<file path="config.mk">
export PLATFORM = sky130hd
export DESIGN_NAME = tspi_sort
export DESIGN_NICKNAME = d
export VERILOG_FILES = /design/src/rtl/tspi_pkg.sv /design/src/rtl/tspi_sort.sv
export SDC_FILE = /design/constraint.sdc
export NUM_CORES = 1
export LEC_CHECK = 0
export BUFFER_PORTS_ARGS = -buffer_cell sky130_fd_sc_hd__buf_2
export CORE_MARGIN = 8
export CORE_UTILIZATION = 45
export CTS_CLUSTER_SIZE = 20
export DETAILED_ROUTE_END_ITERATION = 7
export PLACE_DENSITY = 0.79
export RECOVER_POWER = 50
export SETUP_SLACK_MARGIN = 0.2
export SLEW_MARGIN = 20
export SYNTH_ARGS = -nofsm -noshare
export SYNTH_HDL_FRONTEND = slang
export SYNTH_SLANG_ARGS = --single-unit
</file>
<file path="constraint.sdc">
create_clock -name clk -period 14.45 [get_ports clk]
set_input_delay 2.89 -clock clk [delete_from_list [all_inputs] [get_ports clk]]
set_output_delay 2.89 -clock clk [all_outputs]
set_load 0.01 [all_outputs]
</file>
<file path="src/rtl/tspi_pkg.sv">
// ----------------------------------------------------------------------------
// tspi_pkg
// Shared constants and types for the triangle slice plane intersect unit.
// ----------------------------------------------------------------------------
package tspi_pkg;

	localparam int COORD_BITS_DEF = 32;
	localparam int TOL_BITS       = 16;
	localparam logic [TOL_BITS-1:0] TOL_RESET = 16'd655;

	typedef enum logic [1:0] {
		KIND_NONE  = 2'd0,
		KIND_FACET = 2'd1,
		KIND_SEG   = 2'd2
	} kind_t;

endpackage

</file>
<file path="src/rtl/tspi_sort.sv">
// ----------------------------------------------------------------------------
// tspi_sort
// Two stage vertex sort by descending z, plus plane distances d = z - h.
// ----------------------------------------------------------------------------
module tspi_sort import tspi_pkg::*; #(
	parameter int COORD_BITS = COORD_BITS_DEF
) (
	input  logic                         clk,
	input  logic                         en,
	input  logic signed [COORD_BITS-1:0] vx [3],
	input  logic signed [COORD_BITS-1:0] vy [3],
	input  logic signed [COORD_BITS-1:0] vz [3],
	input  logic signed [COORD_BITS-1:0] h,
	output logic signed [COORD_BITS-1:0] px [3],
	output logic signed [COORD_BITS-1:0] py [3],
	output logic signed [COORD_BITS:0]   pd [3]
);

	localparam int CW = COORD_BITS;
	localparam int DW = CW + 1;

	logic signed [CW-1:0] ax [3], ay [3], az [3];
	logic signed [CW-1:0] bx [3], by [3], bz [3];
	logic signed [CW-1:0] x_s1 [3], y_s1 [3], z_s1 [3];
	logic signed [CW-1:0] h_s1;

	// compare-and-swap 1-2 then 1-3; swap only on strictly smaller
	always_comb begin
		for (int i = 0; i < 3; i++) begin
			ax[i] = vx[i];
			ay[i] = vy[i];
			az[i] = vz[i];
		end
		if (vz[0] < vz[1]) begin
			ax[0] = vx[1]; ay[0] = vy[1]; az[0] = vz[1];
			ax[1] = vx[0]; ay[1] = vy[0]; az[1] = vz[0];
		end
		for (int i = 0; i < 3; i++) begin
			bx[i] = ax[i];
			by[i] = ay[i];
			bz[i] = az[i];
		end
		if (az[0] < az[2]) begin
			bx[0] = ax[2]; by[0] = ay[2]; bz[0] = az[2];
			bx[2] = ax[0]; by[2] = ay[0]; bz[2] = az[0];
		end
	end

	always_ff @(posedge clk) begin
		if (en) begin
			x_s1 <= bx;
			y_s1 <= by;
			z_s1 <= bz;
			h_s1 <= h;
		end
	end

	// compare-and-swap 2-3, then distances to the plane
	logic swap23;
	assign swap23 = z_s1[1] < z_s1[2];

	always_ff @(posedge clk) begin
		if (en) begin
			px[0] <= x_s1[0];
			py[0] <= y_s1[0];
			pd[0] <= DW'(z_s1[0]) - DW'(h_s1);
			px[1] <= swap23 ? x_s1[2] : x_s1[1];
			py[1] <= swap23 ? y_s1[2] : y_s1[1];
			pd[1] <= (swap23 ? DW'(z_s1[2]) : DW'(z_s1[1])) - DW'(h_s1);
			px[2] <= swap23 ? x_s1[1] : x_s1[2];
			py[2] <= swap23 ? y_s1[1] : y_s1[2];
			pd[2] <= (swap23 ? DW'(z_s1[1]) : DW'(z_s1[2])) - DW'(h_s1);
		end
	end

endmodule

</file>
==> results of run 1 <==
==> path summary, 6_finish.rpt <==
check,start,endpoint,slack [ns]
max,en,px[68]$_DFFE_PP_,3.81
min,x_s1[95]$_DFFE_PP_,px[95]$_DFFE_PP_,0.40
max reg2reg,z_s1[33]$_DFFE_PP_,pd[64]$_DFFE_PP_,6.12
min reg2reg,x_s1[95]$_DFFE_PP_,px[95]$_DFFE_PP_,0.40
==> stage by stage <==
stage	total power (W)	std cells
global route	0.00728	4294
CTS	0.00702	4252
floorplan	0.00449	2629
global placement	0.00524	4131
detailed placement	0.00531	4131
finish	0.00696	4301
==> worst reg2reg max path: cells and delay by family (launching register included) <==
family,cells,cell delay [ns]
muxes,2,1.59
and+or+nand+nor,1,0.18
AOI/OAI and AO/OA,12,4.64
DFF,1,0.41
adders and majority gates,2,0.57
buffers and inverters,2,0.76
==> layout make-up <==
class,count,area (um2),area share
antenna,49,123,0.00317
clock inverter,41,354,0.00916
tap,959,1200,0.0310
clock buffer,80,1770,0.0457
multi-input combinational,1769,13400,0.348
timing repair buffer,628,2830,0.0731
sequential,611,18300,0.474
inverter,164,616,0.0159
==> power groups by stage <==
stage                     combinational [W]  clock [W]  sequential [W]
after floorplan                     0.00168          0         0.00281
after global placement              0.00252          0         0.00272
after detailed placement            0.00257          0         0.00274
after CTS                           0.00259    0.00172         0.00271
after global routing                0.00274    0.00178         0.00276
final                               0.00255    0.00169         0.00272
==> registers in the layout, summed over array words and instances (netlist names) <==
name and cells:
py 96, h_s1 32, px 96, pd 99, x_s1 96, z_s1 96, y_s1 96
==> layer usage <==
metal	up-vias	part of all wire	global-route usage
li1	10900	-	-
met1	11400	0.39	0.276
met2	1108	0.48	0.359
met3	244	0.083	0.0489
met4	2	0.049	0.121
met5	-	0.00010	0
==> cells by family (layout without fill, tap and decap cells) <==
group,Yosys count,in the layout
AOI/OAI and AO/OA,401,401
and+or+nand+nor,711,711
adders and majority gates,192,192
muxes,390,390
other,0,49
DFF,611,611
buffers and inverters,249,913
xor gates and xnor gates,75,75
==> synthesized netlist by cell type (all sizes together) (11+ instances only) <==
cell | number | area share
a211oi | 16 | 0.0037
edfxtp | 611 | 0.56
mux2 | 384 | 0.14
a21o | 64 | 0.015
nand2b | 14 | 0.0027
buf | 64 | 0.014
nor2b | 20 | 0.0038
o21a | 17 | 0.0039
o21ai | 121 | 0.019
nand2 | 493 | 0.056
nor2 | 71 | 0.0081
xor2 | 19 | 0.0051
xnor2 | 56 | 0.015
nand4 | 18 | 0.0034
and3 | 11 | 0.0021
inv | 164 | 0.019
nand3 | 24 | 0.0037
clkbuf | 21 | 0.0024
a21oi | 94 | 0.014
o211ai | 14 | 0.0033
ha | 189 | 0.072
o21bai | 13 | 0.0030
nor3 | 18 | 0.0027
==> placed cells by master, fill, tap and decap left out, types with 71 or more instances in the layout <==
cell type    n
a21oi_1     94
buf_2      318
clkbuf_1   308
edfxtp_1   611
ha_1       189
inv_1      164
mux2_2     238
mux2_4     100
nand2_1    493
nor2_1      71
o21ai_0    115
==> flow_summary_export.csv, run 1 <==
group,metric,value,unit
layout,area_delta_synth_final,17.6,%
worst_setup_path,crit_fanout,198,
routing,drtAntennaViolNets,0,
sta,hold_violations,0,
power_and_ir_drop,p_int,0.00460,W
hold_path,holdPathStages,0,
flow_run,max_cap_violations,5,
synthesis,synthArstFlopShare,0,
power_and_ir_drop,p_switching,0.00236,W
routing,wl,96.7,mm
worst_setup_path,worst_setup_path_end_kind,"register",
power_and_ir_drop,p_leak,16.1,nW
synthesis,synthSimpleGateAreaFrac,0.0921,
routing,vias,23700,
routing,drt_drc_violations_left,0,
worst_setup_path,cp.arrival,10.86,ns
place,place_area,36800,um2
floorplan,die_x,286,um
clock_network,post_cts_resize_count,0,
sta,slew_violations,421,
global_route,grt_pass1_vias,22900,
clock_network,cts_tree,"yes",
synthesis,yosys_most_used_dff,"edfxtp_1",
worst_setup_path,crit_slowest_cell,"clkbuf_1",
power_and_ir_drop,ir_drop,0.125,mV
floorplan,num_io_pins,613,
worst_setup_path,rr_worst_depth,19,
global_route,grt_first_pass_wirelength,139,mm
place,gp_congestion,0.950,
floorplan,core,72700,um2
sta,max_freq,94.0,MHz
hold_path,hold_path.class,"register to register",
place,pre_cts_slack,4.90,ns
routing,drtIter0Drc,2447,
routing,wire_per_inst,22.5,um
synthesis,synthMuxAreaShare,0.145,
floorplan,die_y,286,um
place,portBuffers,612,
synthesis,synth_cell_types,73,
synthesis,synth_compound_area_frac,0.0771,
power_and_ir_drop,seq_power_share,0.391,
layout,final_layout_size_suffix_gt1_frac,0.235,
synthesis,synth-edff-count,611,
layout,nFillCells,6205,
layout,stdcell_area,38700,um2
power_and_ir_drop,powerDensity,180,nW/um2
place,dpl.hpwl,72.1,mm
sta,rsz0062_at_grt,"no",
synthesis,syn_nets,3143,
worst_setup_path,critPathKind,"input pin to register",
routing,firstDrtPassIters,5,
synthesis,synthAdderAreaFrac,0.0737,
sta,post-route-period-util,0.737,
synthesis,syn_area,32900,um2
layout,fin_util,0.532,
sta,setup_ws,3.81,ns
clock_network,cts_hold_buf,0,
global_route,grt-ovfl-total,0,
floorplan,initial_core_util,0.452,
clock_network,post-cts-setup-buffers,0,
global_route,groute.usage.overall,0.222,
layout,nets,3757,
power_and_ir_drop,p_sw_frac,0.339,
routing,vias_per_cell,5.51,
status,status,"complete, but fails checks",
synthesis,synth_area_per_cell,12.5,um2
global_route,grt_antenna_before_repair,50,
clock_network,htreeDepth,3,
worst_setup_path,crit_path_start_kind,"input pin",
worst_setup_path,crit_buf_inv,3,
sta,fin_crit,10.64,ns
worst_setup_path,crit_chain,"clkbuf_1, clkbuf_1, buf_12",
floorplan,num_rows,99,
synthesis,syn_inst,2629,
power_and_ir_drop,p_comb_frac,0.366,
worst_setup_path,cpPeakStageDelay,4.07,ns
sta,setup_viol,0,
synthesis,synth_seq_cells,611,
worst_setup_path,worst-path-stages,3,
worst_setup_path,crit_top_cell,"clkbuf_1",
status,violations,"max-capacitance violations, max-slew violations",
clock_network,cts_root_buffer,"clkbuf_16",
clock_network,clk_pin_slew,0.06,ns
clock_network,numCtsBuffers,69,
floorplan,dieArea,82000,um2
worst_setup_path,critical_path.top_delay_family,"buffers and inverters",
synthesis,synthXorXnorAreaFrac,0.0200,
sta,clock_skew,0.0325,ns
worst_setup_path,cp_data_required_time,14.66,ns
global_route,grt_max_degree,199,
synthesis,synth_seq_area_share,0.558,
clock_network,cts.sinks,611,
sta,relSlewSlack,-2.98,
sta,holdWs,0.404,ns
power_and_ir_drop,p_clk_frac,0.243,
clock_network,clock_latency,0.63,ns
sta,fin_tns_setup,0,ns
synthesis,ys_warn_count,0,
synthesis,synth_top_family_by_area,"multiplexers",
clock_network,ctsLongestPathBuffers,3,
sta,tightest_slew,5.96,ns
Power figures use the tool's default switching activity.
==> run 2, diff against run 1 <==
==> constraint.sdc (replaced) <==
create_clock -name clk -period 10.55 [get_ports clk]
set_input_delay 2.11 -clock clk [delete_from_list [all_inputs] [get_ports clk]]
set_output_delay 2.11 -clock clk [all_outputs]
set_load 0.01 [all_outputs]
==> flow_summary_export.csv, run 2 (synthesized netlist as in run 1, its figures left out) <==
group,metric,value,unit
status,status,"complete, but fails checks",
status,violations,"max-capacitance violations, max-slew violations",
clock_network,htreeDepth,3,
routing,met3WireLength,8.33,mm
worst_setup_path,crit_fanout,130,
global_route,grt_pass1_vias,23200,
clock_network,numCtsBuffers,69,
routing,vias,23700,
routing,drt_drc_violations_left,0,
place,dpl.hpwl,72.5,mm
power_and_ir_drop,p_sw_frac,0.336,
worst_setup_path,critical_path.top_delay_family,"buffers and inverters",
worst_setup_path,cp.arrival,9.02,ns
floorplan,num_io_pins,613,
worst_setup_path,crit_path_start_kind,"input pin",
clock_network,ctsLongestPathBuffers,3,
sta,setup_viol,0,
place,portBuffers,612,
layout,largest_register,"pd",
flow_run,max_cap_violations,4,
power_and_ir_drop,p_comb_frac,0.365,
power_and_ir_drop,ir_drop,0.165,mV
global_route,grt-ovfl-total,0,
floorplan,core,72700,um2
sta,fin_tns_setup,0,ns
layout,area_delta_synth_final,18.0,%
sta,fin_crit,8.85,ns
clock_network,cts_root_buffer,"clkbuf_16",
clock_network,clock_latency,0.63,ns
layout,fin_util,0.534,
clock_network,cts.sinks,611,
global_route,grt_max_degree,141,
sta,hold_violations,0,
worst_setup_path,crit_buf_inv,2,
sta,max_freq,113,MHz
routing,drtAntennaViolNets,0,
worst_setup_path,rr_worst_depth,19,
routing,dr_wl_met2,47.0,mm
worst_setup_path,worst_setup_path_end_kind,"register",
layout,largest_reg_flops,99,
clock_network,post-cts-setup-buffers,0,
clock_network,post_cts_resize_count,0,
sta,clock_skew,0.0403,ns
floorplan,dieArea,82000,um2
clock_network,cts_tree,"yes",
worst_setup_path,crit_slowest_cell,"clkbuf_1",
power_and_ir_drop,p_leak,16.2,nW
routing,wl,97.5,mm
worst_setup_path,r2r-start,"z_s1[33]$_DFFE_PP_",
power_and_ir_drop,p_clk_frac,0.248,
floorplan,num_rows,99,
layout,final_layout_size_suffix_gt1_frac,0.239,
clock_network,clk_pin_slew,0.06,ns
worst_setup_path,cpPeakStageDelay,4.66,ns
power_and_ir_drop,p_switching,0.00323,W
hold_path,hold_path.class,"register to register",
worst_setup_path,cp_data_required_time,10.72,ns
global_route,groute.usage.overall,0.224,
layout,layout_common_cells,"edfxtp_1 (611), nand2_1 (493), buf_2 (320), clkbuf_1 (307), mux2_2 (238)",
hold_path,holdPathStages,0,
routing,wire_per_inst,22.6,um
clock_network,cts_hold_buf,0,
routing,drtIter0Drc,2114,
power_and_ir_drop,seq_power_share,0.388,
sta,slew_violations,359,
routing,firstDrtPassIters,6,
global_route,grt_antenna_before_repair,55,
global_route,grt_first_pass_wirelength,140,mm
worst_setup_path,crit_chain,"clkbuf_1, clkbuf_2",
power_and_ir_drop,powerDensity,247,nW/um2
routing,top_layer_used,"met5",
routing,vias_per_cell,5.51,
floorplan,die_x,286,um
floorplan,initial_core_util,0.452,
place,gp_congestion,0.942,
floorplan,die_y,286,um
sta,rsz0062_at_grt,"no",
layout,nets,3758,
worst_setup_path,critPathKind,"input pin to register",
sta,relSlewSlack,-3.55,
sta,post-route-period-util,0.839,
routing,met1Wirelength,37.3,mm
power_and_ir_drop,p_int,0.00637,W
hold_path,holdPathEnd,"py[89]$_DFFE_PP_",
worst_setup_path,reg2reg_to,"pd[30]$_DFFE_PP_",
hold_path,min_from,"y_s1[89]$_DFFE_PP_",
worst_setup_path,reg2reg_slack,3.18,ns
sta,tightest_slew,6.83,ns
layout,final_common_cell,"edfxtp_1",
## run 2: power by group through the flow
stage	clock (W)	combinational (W)	sequential (W)
after floorplan	0	0.00230	0.00386
after global placement	0	0.00347	0.00372
after detailed placement	0	0.00353	0.00374
after CTS	0.00240	0.00357	0.00370
after global routing	0.00249	0.00378	0.00377
final	0.00238	0.00350	0.00372
## run 2: metal layers
| layer | vias to the layer above | track usage |
|---|---|---|
| li1 | 10900 | - |
| met1 | 11400 | 0.274 |
| met2 | 1114 | 0.363 |
| met3 | 224 | 0.0528 |
| met4 | 2 | 0.126 |
| met5 | - | 0 |
## run 2: cell type report
cell class	count	area, um2
inverters	164	616
multi-input cells	1769	13500
well taps	959	1200
repair buffers	629	2860
clock inverters	38	415
clock buffers	83	1780
diodes	57	143
fillers	6145	33900
flip-flops and latches	611	18300
## run 2: worst max path at each step
stage	slack, ns	startpoint	endpoint	depth (start not counted)
after floorplan	3.57	vz[63]	x_s1[0]$_DFFE_PP_	24
after global placement	1.71	vz[63]	y_s1[77]$_DFFE_PP_	22
after detailed placement	1.52	vz[63]	y_s1[74]$_DFFE_PP_	22
after CTS	2.17	vz[63]	y_s1[74]$_DFFE_PP_	22
after global routing	1.19	en	y_s1[61]$_DFFE_PP_	2
final	1.70	en	x_s1[31]$_DFFE_PP_	2
## run 2: metrics by stage
| stage | total power, W | instance area, um2 | std cells | setup slack, ns | hold WS (ns) |
|---|---|---|---|---|---|
| after floorplan | 0.00615 | 32900 | 2629 | 3.57 | 0.400 |
| after global placement | 0.00719 | 36900 | 4132 | 1.71 | 0.401 |
| after detailed placement | 0.00727 | 36900 | 4132 | 1.52 | 0.405 |
| after CTS | 0.00968 | 39100 | 4253 | 2.17 | 0.397 |
| after global routing | 0.0100 | 38800 | 4301 | 1.19 | 0.408 |
| final | 0.00960 | 38800 | 4310 | 1.70 | 0.399 |
